[config.mk]
export PLATFORM = sky130hd
export DESIGN_NAME = fixed_block_pool_allocator
export DESIGN_NICKNAME = d
export VERILOG_FILES = /design/src/hdl/fbpa_pkg.sv /design/src/hdl/fbpa_layout.sv /design/src/hdl/fbpa_pool.sv /design/src/hdl/fixed_block_pool_allocator.sv
export SDC_FILE = /design/constraint.sdc
export NUM_CORES = 1
export LEC_CHECK = 0
export ABC_CLOCK_PERIOD_IN_PS = 8300
export BUFFER_PORTS_ARGS = -buffer_cell sky130_fd_sc_hd__clkbuf_2
export CAP_MARGIN = 10
export CORE_MARGIN = 4
export CORE_UTILIZATION = 30
export CTS_BUF_LIST = sky130_fd_sc_hd__clkbuf_4 sky130_fd_sc_hd__clkbuf_8
export CTS_CLUSTER_SIZE = 24
export DETAILED_ROUTE_END_ITERATION = 7
export GPL_TIMING_DRIVEN = 0
export SKIP_LAST_GASP = 1
export SYNTH_ARGS = -nofsm -noshare
export SYNTH_HDL_FRONTEND = slang
export SYNTH_SLANG_ARGS = --single-unit
[constraint.sdc]
create_clock -name clk -period 8.3 [get_ports clk]
set_clock_uncertainty 0.2 [all_clocks]
set_input_delay 1.245 -clock clk [delete_from_list [all_inputs] [get_ports clk]]
set_output_delay 1.245 -clock clk [all_outputs]
set_load 0.05 [all_outputs]
[src/hdl/fbpa_pkg.sv]
// Shared constants, codes and control types for the fixed block pool allocator.
package fbpa_pkg;

    // Field widths
    localparam int ADDR_W   = 32;
    localparam int SIZE_W   = 16;
    localparam int HDR_W    = 4;
    localparam int STATUS_W = 3;
    localparam int CLS_W    = 2;

    // Default pool layout
    localparam int CLASS0_BYTES  = 16;
    localparam int CLASS1_BYTES  = 32;
    localparam int CLASS2_BYTES  = 64;
    localparam int CLASS0_BLOCKS = 8;
    localparam int CLASS1_BLOCKS = 8;
    localparam int CLASS2_BLOCKS = 4;

    // Register reset values
    localparam logic [ADDR_W-1:0] AREA_BASE_RST    = '0;
    localparam logic [HDR_W-1:0]  HEADER_BYTES_RST = 4'd8;

    // Status codes
    localparam logic [STATUS_W-1:0] ST_OK        = 3'd0;
    localparam logic [STATUS_W-1:0] ST_TOO_LARGE = 3'd1;
    localparam logic [STATUS_W-1:0] ST_EXHAUSTED = 3'd2;
    localparam logic [STATUS_W-1:0] ST_BAD_ADDR  = 3'd3;
    localparam logic [STATUS_W-1:0] ST_NOT_ALLOC = 3'd4;

    // Request types
    localparam logic REQ_ALLOC = 1'b0;
    localparam logic REQ_FREE  = 1'b1;

    // Size class codes
    localparam logic [CLS_W-1:0] CLS0 = 2'd0;
    localparam logic [CLS_W-1:0] CLS1 = 2'd1;
    localparam logic [CLS_W-1:0] CLS2 = 2'd2;

    // Configuration register indexes
    localparam int CFG_IDX_W = 1;
    localparam logic [CFG_IDX_W-1:0] REG_AREA_BASE    = 1'b0;
    localparam logic [CFG_IDX_W-1:0] REG_HEADER_BYTES = 1'b1;

    // Decoded request handed to the pool state
    typedef struct packed {
        logic             valid;
        logic             is_free;
        logic             hit;
        logic [CLS_W-1:0] cls;
    } fbpa_ctl_t;

endpackage

[src/hdl/fbpa_layout.sv]
// Pool layout: size class selection, free address decode and block offset lookup.
module fbpa_layout #(
    parameter int CLASS0_BYTES  = fbpa_pkg::CLASS0_BYTES,
    parameter int CLASS1_BYTES  = fbpa_pkg::CLASS1_BYTES,
    parameter int CLASS2_BYTES  = fbpa_pkg::CLASS2_BYTES,
    parameter int CLASS0_BLOCKS = fbpa_pkg::CLASS0_BLOCKS,
    parameter int CLASS1_BLOCKS = fbpa_pkg::CLASS1_BLOCKS,
    parameter int CLASS2_BLOCKS = fbpa_pkg::CLASS2_BLOCKS,
    parameter int IDX_W         = 5,
    parameter int ABITS         = 5
) (
    input  logic                          req_type,
    input  logic [fbpa_pkg::SIZE_W-1:0]   req_size,
    input  logic [fbpa_pkg::ADDR_W-1:0]   user_addr,
    input  logic [fbpa_pkg::ADDR_W-1:0]   area_base,
    input  logic [fbpa_pkg::HDR_W-1:0]    header_bytes,
    input  logic [IDX_W-1:0]              pop_idx,
    output logic                          hit,
    output logic [fbpa_pkg::CLS_W-1:0]    cls,
    output logic [IDX_W-1:0]              free_idx,
    output logic [fbpa_pkg::ADDR_W-1:0]   pop_off
);

    localparam int FIRST1 = CLASS0_BLOCKS;
    localparam int FIRST2 = CLASS0_BLOCKS + CLASS1_BLOCKS;
    localparam int TOTAL  = FIRST2 + CLASS2_BLOCKS;
    localparam int OFF1   = CLASS0_BYTES * CLASS0_BLOCKS;
    localparam int OFF2   = OFF1 + CLASS1_BYTES * CLASS1_BLOCKS;
    localparam int CMP_W  = fbpa_pkg::SIZE_W + 1;

    logic [fbpa_pkg::ADDR_W-1:0] blk_off [TOTAL];
    logic [fbpa_pkg::CLS_W-1:0]  blk_cls [TOTAL];
    logic [TOTAL-1:0]            match;
    logic [fbpa_pkg::ADDR_W-1:0] off;
    logic [fbpa_pkg::CLS_W-1:0]  free_cls;
    logic [fbpa_pkg::CLS_W-1:0]  alloc_cls;
    logic                        fit0;
    logic                        fit1;
    logic                        fit2;

    // Offset of the header start from the pool base
    assign off = user_addr - fbpa_pkg::ADDR_W'(header_bytes) - area_base;

    // Per-block constant offsets and class codes, compared against the free address
    for (genvar b = 0; b < TOTAL; b++) begin : g_blk
        localparam int BO = (b < FIRST1) ? b * CLASS0_BYTES :
                            (b < FIRST2) ? OFF1 + (b - FIRST1) * CLASS1_BYTES :
                                           OFF2 + (b - FIRST2) * CLASS2_BYTES;
        assign blk_off[b] = fbpa_pkg::ADDR_W'(BO);
        assign blk_cls[b] = (b < FIRST1) ? fbpa_pkg::CLS0 :
                            (b < FIRST2) ? fbpa_pkg::CLS1 : fbpa_pkg::CLS2;
        assign match[b]   = (off == blk_off[b]);
    end

    // Encode the one-hot block match into index and class
    always_comb
    begin
        free_idx = '0;
        free_cls = '0;
        for (int b = 0; b < TOTAL; b++)
        begin
            if (match[b])
            begin
                free_idx = free_idx | IDX_W'(b);
                free_cls = free_cls | blk_cls[b];
            end
        end
    end

    // Pick the first class whose payload holds the request
    assign fit0 = CMP_W'(req_size) <= (CMP_W'(CLASS0_BYTES) - CMP_W'(header_bytes));
    assign fit1 = CMP_W'(req_size) <= (CMP_W'(CLASS1_BYTES) - CMP_W'(header_bytes));
    assign fit2 = CMP_W'(req_size) <= (CMP_W'(CLASS2_BYTES) - CMP_W'(header_bytes));

    always_comb
    begin
        priority if (fit0)
            alloc_cls = fbpa_pkg::CLS0;
        else if (fit1)
            alloc_cls = fbpa_pkg::CLS1;
        else
            alloc_cls = fbpa_pkg::CLS2;
    end

    assign hit = (req_type == fbpa_pkg::REQ_FREE) ? |match : (fit0 | fit1 | fit2);
    assign cls = (req_type == fbpa_pkg::REQ_FREE) ? free_cls : alloc_cls;

    // Look up the popped block's offset; the null code reads as zero
    assign pop_off = (32'(pop_idx) < 32'(TOTAL)) ? blk_off[pop_idx[ABITS-1:0]] : '0;

endmodule

[src/hdl/fbpa_pool.sv]
// Free list state: per-class list heads, link table and allocation flags.
module fbpa_pool #(
    parameter int CLASS0_BLOCKS = fbpa_pkg::CLASS0_BLOCKS,
    parameter int CLASS1_BLOCKS = fbpa_pkg::CLASS1_BLOCKS,
    parameter int CLASS2_BLOCKS = fbpa_pkg::CLASS2_BLOCKS,
    parameter int IDX_W         = 5,
    parameter int ABITS         = 5
) (
    input  logic                           clk,
    input  logic                           rst_n,
    input  fbpa_pkg::fbpa_ctl_t            ctl,
    input  logic [IDX_W-1:0]               free_idx,
    output logic [fbpa_pkg::STATUS_W-1:0]  status,
    output logic [IDX_W-1:0]               pop_idx
);

    localparam int FIRST1 = CLASS0_BLOCKS;
    localparam int FIRST2 = CLASS0_BLOCKS + CLASS1_BLOCKS;
    localparam int TOTAL  = FIRST2 + CLASS2_BLOCKS;
    localparam logic [IDX_W-1:0] NULL_IDX = IDX_W'(TOTAL);

    logic [IDX_W-1:0] heads_reg [3];
    logic [IDX_W-1:0] link_reg [TOTAL];
    logic [TOTAL-1:0] used_reg;
    logic [IDX_W-1:0] cur_head;
    logic [ABITS-1:0] head_a;
    logic [ABITS-1:0] free_a;
    logic             pop_ok;
    logic             push_ok;

    // Select the head of the addressed class
    always_comb
    begin
        priority if (ctl.cls == fbpa_pkg::CLS1)
            cur_head = heads_reg[1];
        else if (ctl.cls == fbpa_pkg::CLS2)
            cur_head = heads_reg[2];
        else
            cur_head = heads_reg[0];
    end

    assign head_a  = cur_head[ABITS-1:0];
    assign free_a  = free_idx[ABITS-1:0];
    assign pop_idx = cur_head;

    // Resolve the request status and which list operation it performs
    always_comb
    begin
        pop_ok  = 1'b0;
        push_ok = 1'b0;
        if (!ctl.is_free)
        begin
            priority if (!ctl.hit)
                status = fbpa_pkg::ST_TOO_LARGE;
            else if (cur_head == NULL_IDX)
                status = fbpa_pkg::ST_EXHAUSTED;
            else
            begin
                status = fbpa_pkg::ST_OK;
                pop_ok = ctl.valid;
            end
        end
        else
        begin
            priority if (!ctl.hit)
                status = fbpa_pkg::ST_BAD_ADDR;
            else if (!used_reg[free_a])
                status = fbpa_pkg::ST_NOT_ALLOC;
            else
            begin
                status  = fbpa_pkg::ST_OK;
                push_ok = ctl.valid;
            end
        end
    end

    // Pop from or push onto the class list
    always_ff @(posedge clk or negedge rst_n)
    begin
        if (!rst_n)
        begin
            heads_reg[0] <= '0;
            heads_reg[1] <= IDX_W'(FIRST1);
            heads_reg[2] <= IDX_W'(FIRST2);
            used_reg     <= '0;
            for (int b = 0; b < TOTAL; b++)
            begin
                if (b == FIRST1 - 1 || b == FIRST2 - 1 || b == TOTAL - 1)
                    link_reg[b] <= NULL_IDX;
                else
                    link_reg[b] <= IDX_W'(b + 1);
            end
        end
        else
        begin
            if (pop_ok)
            begin
                heads_reg[ctl.cls] <= link_reg[head_a];
                used_reg[head_a]   <= 1'b1;
            end
            if (push_ok)
            begin
                link_reg[free_a]   <= cur_head;
                heads_reg[ctl.cls] <= free_idx;
                used_reg[free_a]   <= 1'b0;
            end
        end
    end

endmodule

[src/hdl/fixed_block_pool_allocator.sv]
// Top level of the fixed block pool allocator: registers, request and result stages.
//
// Each request enters on a cycle with start high and busy low (busy stays low, so a
// request can enter every cycle). The request is registered, resolved against the
// free lists in the following cycle, and its result is then captured in the result
// register and appears with done high for one cycle; throughput is one request per
// cycle, set by the single compute stage between the request register and the
// result register. Results cannot be held off: the receiver must take each one in
// its done cycle. Configuration writes take effect at once and belong in idle
// periods only.
module fixed_block_pool_allocator #(
    parameter int CLASS0_BYTES  = fbpa_pkg::CLASS0_BYTES,
    parameter int CLASS1_BYTES  = fbpa_pkg::CLASS1_BYTES,
    parameter int CLASS2_BYTES  = fbpa_pkg::CLASS2_BYTES,
    parameter int CLASS0_BLOCKS = fbpa_pkg::CLASS0_BLOCKS,
    parameter int CLASS1_BLOCKS = fbpa_pkg::CLASS1_BLOCKS,
    parameter int CLASS2_BLOCKS = fbpa_pkg::CLASS2_BLOCKS
) (
    input  logic                              clk,
    input  logic                              rst_n,
    input  logic                              cfg_wr_en,
    input  logic [fbpa_pkg::CFG_IDX_W-1:0]    cfg_idx,
    input  logic [fbpa_pkg::ADDR_W-1:0]       cfg_wdata,
    input  logic                              start,
    output logic                              busy,
    input  logic                              req_type,
    input  logic [fbpa_pkg::SIZE_W-1:0]       req_size,
    input  logic [fbpa_pkg::ADDR_W-1:0]       user_addr,
    output logic                              done,
    output logic [fbpa_pkg::STATUS_W-1:0]     status,
    output logic [fbpa_pkg::ADDR_W-1:0]       payload_addr
);

    localparam int TOTAL = CLASS0_BLOCKS + CLASS1_BLOCKS + CLASS2_BLOCKS;
    localparam int IDX_W = $clog2(TOTAL + 1);
    localparam int ABITS = (TOTAL > 1) ? $clog2(TOTAL) : 1;

    logic [fbpa_pkg::ADDR_W-1:0]   area_base_reg;
    logic [fbpa_pkg::HDR_W-1:0]    header_bytes_reg;
    logic                          in_valid_reg;
    logic                          req_type_reg;
    logic [fbpa_pkg::SIZE_W-1:0]   req_size_reg;
    logic [fbpa_pkg::ADDR_W-1:0]   user_addr_reg;
    logic                          done_reg;
    logic [fbpa_pkg::STATUS_W-1:0] status_reg;
    logic [fbpa_pkg::ADDR_W-1:0]   payload_reg;
    logic [fbpa_pkg::ADDR_W-1:0]   payload_next;
    logic                          accept;
    fbpa_pkg::fbpa_ctl_t           ctl;
    logic                          hit;
    logic [fbpa_pkg::CLS_W-1:0]    cls;
    logic [IDX_W-1:0]              free_idx;
    logic [IDX_W-1:0]              pop_idx;
    logic [fbpa_pkg::ADDR_W-1:0]   pop_off;
    logic [fbpa_pkg::STATUS_W-1:0] pool_status;

    assign busy   = 1'b0;
    assign accept = start && !busy;

    // Configuration registers
    always_ff @(posedge clk or negedge rst_n)
    begin
        if (!rst_n)
        begin
            area_base_reg    <= fbpa_pkg::AREA_BASE_RST;
            header_bytes_reg <= fbpa_pkg::HEADER_BYTES_RST;
        end
        else if (cfg_wr_en)
        begin
            unique case (cfg_idx)
                fbpa_pkg::REG_AREA_BASE:    area_base_reg    <= cfg_wdata;
                fbpa_pkg::REG_HEADER_BYTES: header_bytes_reg <= cfg_wdata[fbpa_pkg::HDR_W-1:0];
                default:                    area_base_reg    <= area_base_reg;
            endcase
        end
    end

    // Capture the request on each transfer
    always_ff @(posedge clk or negedge rst_n)
    begin
        if (!rst_n)
            in_valid_reg <= 1'b0;
        else
            in_valid_reg <= accept;
    end

    always_ff @(posedge clk)
    begin
        if (accept)
        begin
            req_type_reg  <= req_type;
            req_size_reg  <= req_size;
            user_addr_reg <= user_addr;
        end
    end

    fbpa_layout #(
        .CLASS0_BYTES  (CLASS0_BYTES),
        .CLASS1_BYTES  (CLASS1_BYTES),
        .CLASS2_BYTES  (CLASS2_BYTES),
        .CLASS0_BLOCKS (CLASS0_BLOCKS),
        .CLASS1_BLOCKS (CLASS1_BLOCKS),
        .CLASS2_BLOCKS (CLASS2_BLOCKS),
        .IDX_W         (IDX_W),
        .ABITS         (ABITS)
    ) u_layout (
        .req_type     (req_type_reg),
        .req_size     (req_size_reg),
        .user_addr    (user_addr_reg),
        .area_base    (area_base_reg),
        .header_bytes (header_bytes_reg),
        .pop_idx      (pop_idx),
        .hit          (hit),
        .cls          (cls),
        .free_idx     (free_idx),
        .pop_off      (pop_off)
    );

    assign ctl.valid   = in_valid_reg;
    assign ctl.is_free = (req_type_reg == fbpa_pkg::REQ_FREE);
    assign ctl.hit     = hit;
    assign ctl.cls     = cls;

    fbpa_pool #(
        .CLASS0_BLOCKS (CLASS0_BLOCKS),
        .CLASS1_BLOCKS (CLASS1_BLOCKS),
        .CLASS2_BLOCKS (CLASS2_BLOCKS),
        .IDX_W         (IDX_W),
        .ABITS         (ABITS)
    ) u_pool (
        .clk      (clk),
        .rst_n    (rst_n),
        .ctl      (ctl),
        .free_idx (free_idx),
        .status   (pool_status),
        .pop_idx  (pop_idx)
    );

    // Payload address only on a good allocate
    assign payload_next = (!ctl.is_free && pool_status == fbpa_pkg::ST_OK)
                        ? area_base_reg + pop_off + fbpa_pkg::ADDR_W'(header_bytes_reg)
                        : '0;

    // Result stage
    always_ff @(posedge clk or negedge rst_n)
    begin
        if (!rst_n)
            done_reg <= 1'b0;
        else
            done_reg <= in_valid_reg;
    end

    always_ff @(posedge clk)
    begin
        if (in_valid_reg)
        begin
            status_reg  <= pool_status;
            payload_reg <= payload_next;
        end
    end

    assign done         = done_reg;
    assign status       = status_reg;
    assign payload_addr = payload_reg;

endmodule

## After elaboration in Yosys (flattened, before gate mapping)

Memories as Yosys holds them, arrays and structs flattened.
Cells that the tools add are included.

- Register bits: 257
- ROM bits: 1,024
- Input port bits: 86
- Output and inout bits: 37
- Logic and storage cells: 167
- Memories: 1

Memories:

| memory | words | bits a word | rd ports | clocked after memory_dff | write ports | line | source |
|---|---|---|---|---|---|---|---|
| (name not given) | 32 | 32 | 1 | 0 | 0 | fbpa_layout.sv:89 | `assign pop_off = (32'(pop_idx) < 32'(TOTAL)) ? blk_off[pop_idx[ABITS-1:0]] : '0;` |

- $add $sub $neg: 7
- Magnitude comparators: 13
- Eq/ne operators: 22
- Muxes and demuxes: 71
- Bitwise logic cells: 9
- Reduce and logical (&&, ||, !) cells: 11

Operators by type and width:

| cell | number |
|---|---|
| == test 32 x 9 -> 1 bit (second input constant) | 6 |
| == test 32 x 7 -> 1 bit (second input constant) | 4 |
| == test 32 x 8 -> 1 bit (second input constant) | 4 |
| bitwise mux 100 bit | 1 |
| two-way mux 32 bit | 3 |
| == test 32 x 10 -> 1 bit (second input constant) | 2 |
| == test 32 x 6 -> 1 bit (second input constant) | 2 |
| less-or-equal comparator 16 x 17 -> 1 bit | 3 |
| two-way mux 5 bit | 10 |
| two-way mux 20 bit | 2 |
| adder 32 bit | 1 |
| adder 32 x 4 -> 32 bit | 1 |
| == test 32 x 5 -> 1 bit (second input constant) | 1 |
| logical NOT 32 bit | 1 |
| two-way mux 4 bit | 8 |
| subtractor 32 bit | 1 |
| subtractor 32 x 4 -> 32 bit | 1 |
| bitwise mux 15 bit | 2 |
| two-way mux 15 bit | 2 |
| binary-select mux 5 bit (select 5 bit) | 1 |
| demux 5 bit (select 5 bit) | 1 |
| two-way mux 3 bit | 8 |
| AND 20 bit | 1 |
| two-way mux 2 bit | 10 |
| other kinds (28) | 57 |

## Longest topological paths before layout

Gate-level depths: netlist of the first run.

- Depth in word-level cells: 29
- Gate-level depth with buffers: 34
- Gate-level depth less buffers: 31

## Hierarchy

Synthesis of the first run repeated with hierarchy kept, for this count alone.

- Cell total of the unflattened synthesis: 1,732
- Area total of the unflattened synthesis: 17,640.7 um^2

Modules (own cells, without submodules):

| module | instances | cells an instance | area each (um^2) | seq. area each (um^2) |
|---|---|---|---|---|
| fbpa_pool | 1 | 699 | 7,677.4 | 3,435.8 |
| fixed_block_pool_allocator | 1 | 476 | 6,183.4 | 3,474.6 |
| fbpa_layout | 1 | 557 | 3,779.9 | 0.0 |

## Worst setup path after synthesis of the first run

Ideal clock, no wire load.

- Kind: reg-to-reg
- Start point: reg header_bytes_reg[0] (netlist bit)
- End point: reg payload_reg, in the netlist payload_addr[26] (data pin)
- Setup time: 266 ps
- Arrival time: 7,217 ps
- Required time: 7,834 ps
- Setup slack: 617 ps
- Stages on the path, launching flop included: 35
- Buffers on the path: 4
- Period minus slack after synthesis: 7,683 ps
- Cells stage by stage: dfrtp_1 inv_1 fa_1 inv_1 ha_1 or2_2 fa_1 a211oi_2 o21ai_1 nand3_1 nand3_1 mux2_1 or4_4 nor4_4 buf_4 a41o_2 nand2b_1 buf_6 nand2_2 clkbuf_1 buf_1 nor2_1 ha_1 a21boi_0 o21ai_0 a21boi_0 o21ai_0 a21oi_1 o21ai_0 a211oi_1 nand2_1 nor2_1 nand4_1 xor2_1 nor2_1

- Longest elaborated chain between the ends: 29
- Elaborated cells between the ends (all ways): 88
- Classes of those cells: add/sub: 7; order compare: 4; eq/ne: 22; mux: 47; bitwise: 3; reduce/logical: 4; memory: 1

RTL lines:

| what | line | source |
|---|---|---|
| from (decl) | fixed_block_pool_allocator.sv:39 | `logic [fbpa_pkg::HDR_W-1:0] header_bytes_reg;` |
| from (signal assigned) | fixed_block_pool_allocator.sv:66 | `header_bytes_reg <= fbpa_pkg::HEADER_BYTES_RST;` |
| from (signal assigned) | fixed_block_pool_allocator.sv:72 | `fbpa_pkg::REG_HEADER_BYTES: header_bytes_reg <= cfg_wdata[fbpa_pkg::HDR_W-1:0];` |
| branches (longest 29 deep; another with subtractor 32 x 4 -> 32 bit) | n/a |  |
| to (signal assigned) | fixed_block_pool_allocator.sv:158 | `payload_reg <= payload_next;` |
| to (decl) | fixed_block_pool_allocator.sv:46 | `logic [fbpa_pkg::ADDR_W-1:0] payload_reg;` |

Parallel ways; which one is timed is not known. The select of a mux whose other input is x is not followed.
A chain may end at the register's enable or synchronous reset.

## Worst setup path in the final report of the first run

- Start point: reg header_bytes_reg[0] (netlist bit)
- End point: reg payload_reg, in the netlist payload_addr[31] (data pin)

Same word-level chain as after synthesis.

==> impl_results.md, run 1 <==
- Final net count: 2,039
- Core area: ~54,000 µm²
- Reg2reg start: header_bytes_reg[0]$_DFFE_PN0P_
- Hold wc startpoint: u_pool.link_reg[80]$_DFFE_PN0P_
- WS Path Type: flip-flop to flip-flop
- Slew Limit Fails: 0
- Hold path endpoint: u_pool.link_reg[80]$_DFFE_PN0P_
- CP Launch Type: flip-flop
- Clk buf depth: 3
- Hold depth: 1
- H-tree Lvls: 2
- Grt ovf: 0
- Port-buffer cells: 121
- Slowest-stage cell, CP: fa_1
- Total buffers and inverters traversed by the critical path: 6
- Area of the multi-input gates: between 8000 and 9000 µm²
- CTS tree: built
- Synth async-reset ratio: between 60% and 70%
- Syn Std Cell Area: 16,500 µm²
- Avg WL per Cell: slightly below 20 µm
- FILL cells: approximately 5,500
- Max reg flops: 100
- Hold Crit Class: flip-flop to flip-flop
- Int Power: approximately 3.1 mW
- Placed Area: between 15,000 and 20,000 µm²
- Fmax: roughly 0.13 GHz
- Vias per cell: roughly 5.4
- RSZ-0062 raised after global routing: no
- Largest net degree at the start of global routing: 94
- Crit Reg-Reg Endpoint: payload_addr[31]$_SDFFCE_PN0P_
- Flop2flop setup slack: ~0.39 ns
- Status: finished, final reports clean
- Root Buffer Master: clkbuf_8
- Number of synthesized flops with an enable pin: 84
- First-pass GRT wire length: 79,800 µm
- Final TNS setup: 0 ns
- Full die area: approximately 59,000 µm²
- Antenna-violating nets left: 0
- Synth warnings: 0
- Via Count: 14,100
- Library cells used by synthesis: 100
- Critical Path Fanout Max: 10
- Top delay family on crit path: simple AND/OR/NAND/NOR gates
- Die Wd: ~240 µm
- Area Growth Syn to Fin: 19.4%
- Total CTS buffers: 47
- # setup viols final: 0
- # clock sinks: 257
- Vias in the first global route: about 14,000
- Post-DP HPWL: roughly 38,000 µm
- Syn Nets: around 1,800
- Final WL: 51,100 µm
- Layout cell share with drive strength beyond 1: roughly 28%
- Most common cell after layout, fill and taps aside: inv_1
- CP Data Required Time: 8.56 ns
- Clock power frac: 25.5%
- Clk_lat worst skew: between 0.6 and 0.7 ns
- P_sw: 2.23 mW
- PwrDens: 272 nW/µm²
- Post-Synthesis Cells: 1,667
- Sw Ratio: 41.6%
- Total of max-cap violations: 0
- Slew at the pin with the worst max-slew slack: about 1.2 ns
- # DRC: 0
- Drt pass-1 iters: 6
- Total track usage: roughly 17%
- Max incr delay on CP: around 0.53 ns
- Starting density of the core: 30.5%
- Cell taking the most area after synthesis: dfrtp_1
- CP Capture Type: flip-flop
- Logic pwr share: around 45%
- Initial antenna violation count: 2
- Final instance area: between 15,000 and 20,000 µm²
- Top-area cell type share of the netlist area: a little under a fifth
- Worst rel slew slack: 21.2%
- Clk pin slew, worst setup/hold paths: 0.06 ns
- Critical Path AT: just over 8 ns
- Most frequent cells in the layout: inv_1 (156), dfrtp_1 (125), a21oi_1 (122), clkbuf_2 (120), nor2_1 (114)
- Die Y: 243 µm
- Ys flop type: dfrtp_1
- Worst r2r path cells: 34
- Row cnt: 85
- Hold Vio Cnt, Final: 0
- Area contributors post-synth: dfrtp_1 (19%), edfxtp_1 (15%), dfstp_2 (7.5%)
- Sequential cell area fraction in the yosys report: about two fifths
- CTS Hold Bufs: 0
- Reg power frac: 29.1%
- Initial DRC count: 1,001
- Routability congestion estimate: between 0.9 and 1
- Synthesized area per cell: roughly 9.9 µm²
- Maximum VDD drop: 0.130 mV
- Most used cell, CP: a21oi_2
- Synth Register Bits: 257
- Final Cycle Share: between 90% and 100%
- Seq. cell area: 6910 µm²
- Pleak: around 8.6 nW
- Top Ports: roughly 120
- Fin crit period: ~7.9 ns
-- power by group through the flow --
stage,logic [mW],clock network (mW),registers [mW]
after floorplan,1.49,0,1.62
after global placement,2.14,0,1.57
after detailed placement,2.18,0,1.58
after CTS,2.27,1.41,1.56
after global routing,2.65,1.47,1.58
final,2.44,1.37,1.56
-- what timing repair did --
item,CTS,global route
buffers inserted,10,23
resized for setup,53,58
pin swaps,7,17
endpoints found under the setup margin,26,20
-- how the worst max path moves through the flow --
stage | start | to | cells after the start
3_5_place_dp | header_bytes_reg[0]$_DFFE_PN0P_ | payload_addr[26]$_SDFFCE_PN0P_ | 34
6_report | header_bytes_reg[0]$_DFFE_PN0P_ | payload_addr[31]$_SDFFCE_PN0P_ | 34
2_1_floorplan | header_bytes_reg[0]$_DFFE_PN0P_ | payload_addr[26]$_SDFFCE_PN0P_ | 34
5_1_grt | area_base_reg[0]$_DFFE_PN0P_ | payload_addr[31]$_SDFFCE_PN0P_ | 34
4_1_cts | area_base_reg[0]$_DFFE_PN0P_ | payload_addr[31]$_SDFFCE_PN0P_ | 35
3_3_place_gp | header_bytes_reg[0]$_DFFE_PN0P_ | payload_addr[26]$_SDFFCE_PN0P_ | 34
-- through the flow --
stage	power (mW)	utilization (%)	worst slack, ns	hold slack, ns	std cells
after global placement	3.72	33.2	-1.86	0.266	2484
after CTS	5.23	35.7	0.0422	0.286	2579
after floorplan	3.11	-	0.617	0.256	1667
after detailed placement	3.75	33.3	-2.03	0.275	2487
final	5.37	36.4	0.395	0.285	2601
after global routing	5.70	36.4	0.00621	0.307	2600
-- per-layer routing --
layer	GRT usage (%)	share of wire, %	vias to the layer above
met4	6.11	3.2	0
met3	3.66	7.5	111
met2	26.7	45	526
met5	0	0	-
li1	-	-	6545
met1	22.7	45	6897
-- Yosys cell counts (9+ instances only) --
cell / instances
a32o_1: 18
and3_1: 37
nor2b_1: 13
o21a_1: 14
o21ai_0: 54
xor2_1: 18
clkbuf_1: 34
mux2_1: 22
edfxtp_1: 84
o22ai_1: 20
o2111ai_1: 12
ha_1: 83
dfrtp_1: 126
nand3_1: 36
o32ai_1: 11
and2_1: 10
a21oi_1: 129
o21ai_1: 9
buf_2: 32
nor4_1: 21
nand2b_1: 16
nor2_1: 116
mux2_2: 89
dfstp_2: 47
o211ai_1: 20
or3_1: 14
nand4_1: 23
a211oi_1: 32
mux2i_1: 42
xnor2_1: 14
inv_1: 158
nor3_1: 36
nand2_1: 97
-- cell type report --
type | instances | area share (%)
Inverter | 158 | 3.00
Clock buffer | 74 | 4.59
Antenna cell | 3 | 0.0380
Buffer | 73 | 2.35
Multi-Input combinational cell | 1171 | 45.1
Tap cell | 696 | 4.41
Clock inverter | 12 | 0.754
Timing Repair Buffer | 157 | 4.73
Sequential cell | 257 | 35.0
-- cells by family after synthesis --
logic type / count (synthesis) / synth area share, %
AO/OA/AOI/OAI: 414 / 17.2
XOR/XNOR: 33 / 1.83
adder cells (fa/ha/maj): 88 / 6.89
buffers and inverters: 239 / 6.10
flip-flops: 257 / 41.8
multiplexers: 154 / 10.2
other: 1 / 0.0227
AND/OR/NAND/NOR: 481 / 15.9
(Power assumes the default switching activity.)
==> run 2: changes to the inputs <==
- ABC_CLOCK_PERIOD_IN_PS: 8300 -> 8900
- clock period: 8.3 -> 8.9 ns (I/O delays scaled with it)
==> impl_results.md, run 2 (synthesis gave the netlist of run 1 again) <==
- Starting density of the core: 30.5% (unchanged)
- Vias per cell: 5.43 (was 5.41)
- Pleak: 8.43 nW (was 8.59 nW)
- Top Ports: 123 (unchanged)
- H-tree Lvls: 2 (unchanged)
- Root Buffer Master: clkbuf_8 (unchanged)
- Slew Limit Fails: 0 (unchanged)
- Initial antenna violation count: 2 (unchanged)
- Initial DRC count: 1,083 (was 1,001)
- Critical Path Fanout Max: 10 (unchanged)
- Clk pin slew, worst setup/hold paths: 0.06 ns (about the same)
- Full die area: 58,900 µm² (unchanged)
- Final Cycle Share: 94.9% (was 95.2%)
- Most common cell after layout, fill and taps aside: inv_1 (unchanged)
- Status: finished, final reports clean (unchanged)
- CTS tree: built (unchanged)
- CP Data Required Time: 9.15 ns (was 8.56 ns)
- Total of max-cap violations: 0 (unchanged)
- Slowest-stage cell, CP: or4_4 (was fa_1)
- Total buffers and inverters traversed by the critical path: 5 (was 6)
- Via Count: 14,000 (was 14,100)
- CP Launch Type: flip-flop (unchanged)
- Final WL: 50,600 µm (was 51,100 µm)
- Vias in the first global route: 13,900 (about the same)
- Worst rel slew slack: 22.9% (was 21.2%)
- Most used cell, CP: a21oi_1 (was a21oi_2)
- Slew at the pin with the worst max-slew slack: 1.15 ns (was 1.17 ns)
- Avg WL per Cell: 19.6 µm (was 19.7 µm)
- Hold Crit Class: flip-flop to flip-flop (unchanged)
- Clk_lat worst skew: 0.63 ns (about the same)
- Drt pass-1 iters: 6 (unchanged)
- Top delay family on crit path: simple AND/OR/NAND/NOR gates (unchanged)
- Final net count: 2,016 (was 2,039)
- # clock sinks: 257 (unchanged)
- Layout cell share with drive strength beyond 1: 25.8% (was 27.8%)
- Hold Vio Cnt, Final: 0 (unchanged)
- Post-DP HPWL: 37,900 µm (unchanged)
- # setup viols final: 0 (unchanged)
- Fin crit period: 8.45 ns (was 7.91 ns)
- Final TNS setup: 0 ns (unchanged)
- Area of the multi-input gates: 8730 µm² (was 8900 µm²)
- Max incr delay on CP: 0.54 ns (was 0.53 ns)
- Core area: 54,200 µm² (unchanged)
- CP Capture Type: flip-flop (unchanged)
- Clk buf depth: 3 (unchanged)
- Max reg flops: 100 (unchanged)
- Largest net degree at the start of global routing: 94 (unchanged)
- Die Y: 243 µm (unchanged)
- Critical Path AT: 8.70 ns (was 8.16 ns)
- Fmax: 0.118 GHz (was 0.127 GHz)
- Die Wd: 243 µm (unchanged)
- Seq. cell area: 6910 µm² (about the same)
- Routability congestion estimate: 0.937 (unchanged)
- Port-buffer cells: 121 (unchanged)
- Total track usage: 16.8% (about the same)
- WS Path Type: flip-flop to flip-flop (unchanged)
- First-pass GRT wire length: 79,300 µm (was 79,800 µm)
- Grt ovf: 0 (unchanged)
- PwrDens: 251 nW/µm² (was 272 nW/µm²)
- Final instance area: 19,300 µm² (was 19,700 µm²)
- Total CTS buffers: 47 (unchanged)
- Row cnt: 85 (unchanged)
- Placed Area: 18,100 µm² (unchanged)
- Maximum VDD drop: 0.118 mV (was 0.130 mV)
- Area Growth Syn to Fin: 16.9% (was 19.4%)
- Most frequent cells in the layout: inv_1 (157), a21oi_1 (126), dfrtp_1 (124), clkbuf_2 (123), nor2_1 (114) (was inv_1 (156), dfrtp_1 (125), a21oi_1 (122), clkbuf_2 (120), nor2_1 (114))
- Antenna-violating nets left: 0 (unchanged)
- # DRC: 0 (unchanged)
- FILL cells: 5,511 (was 5,457)
run 2: path summary, 6_finish.rpt:
check                                                 from  cells past startpoint  slack (ns)                               to
max                        header_bytes_reg[0]$_DFFE_PN0P_                     33        0.45   payload_addr[31]$_SDFFCE_PN0P_
max reg2reg                header_bytes_reg[0]$_DFFE_PN0P_                     33        0.45   payload_addr[31]$_SDFFCE_PN0P_
min                        u_pool.link_reg[38]$_DFFE_PN1P_                      2        0.29  u_pool.link_reg[38]$_DFFE_PN1P_
min reg2reg                u_pool.link_reg[38]$_DFFE_PN1P_                      2        0.29  u_pool.link_reg[38]$_DFFE_PN1P_
max in group asynchronous                            rst_n                      2        6.94  u_pool.link_reg[11]$_DFFE_PN1P_
min in group asynchronous                            rst_n                      1        0.56                   done$_DFF_PN0_
run 2: where the power goes:
group	internal, mW	switching (mW)	leakage, nW
clock network	0.737	0.536	0.565
logic	0.714	1.40	4.90
registers	1.37	0.0871	2.96
total	2.82	2.03	8.43
run 2: routing by layer:
layer | track usage (%) | vias to the layer above | part of all wire [%]
li1 | - | 6501 | -
met1 | 22.5 | 6845 | 44
met2 | 26.0 | 518 | 44
met3 | 3.82 | 137 | 7.8
met4 | 7.06 | 0 | 4.3
met5 | 0 | - | 0
run 2: stage by stage:
| step | util [%] | std cells | hold slack [ns] | setup WS [ns] | power [mW] |
|---|---|---|---|---|---|
| after CTS | 35.5 | 2572 | 0.286 | 0.00206 | 4.83 |
| after floorplan | - | 1667 | 0.256 | 1.22 | 2.90 |
| after detailed placement | 33.3 | 2487 | 0.275 | -1.43 | 3.50 |
| after global routing | 35.6 | 2577 | 0.307 | -0.00149 | 5.15 |
| after global placement | 33.2 | 2484 | 0.266 | -1.26 | 3.47 |
| final | 35.6 | 2577 | 0.286 | 0.451 | 4.84 |
run 2: area by class of cell:
| cell class | count | area share, % |
|---|---|---|
| timing repair buffer | 132 | 3.84 |
| inverter | 158 | 3.07 |
| buffer | 75 | 2.15 |
| clock buffer | 74 | 4.69 |
| tap | 696 | 4.51 |
| sequential | 257 | 35.8 |
| clock inverter | 12 | 0.771 |
| multi-input combinational | 1171 | 45.2 |
| antenna | 2 | 0.0259 |
run 2: worst register-to-register path, delay by kind of cell, from the launching register on:
family                   cells  cell delay (ns)
flip-flops                   1             0.41
AO/OA/AOI/OAI               10             1.71
buffers and inverters        5             0.84
adder cells (fa/ha/maj)      4             1.28
multiplexers                 3             0.96
AND/OR/NAND/NOR             11             2.86
run 2: what timing repair did:
item                                    4_1_cts  5_1_grt
resized for setup                            26       25
pin swaps                                     5        5
setup buffers                                 4        4
endpoints found under the setup margin       23       21
hold buffers                                  0        0
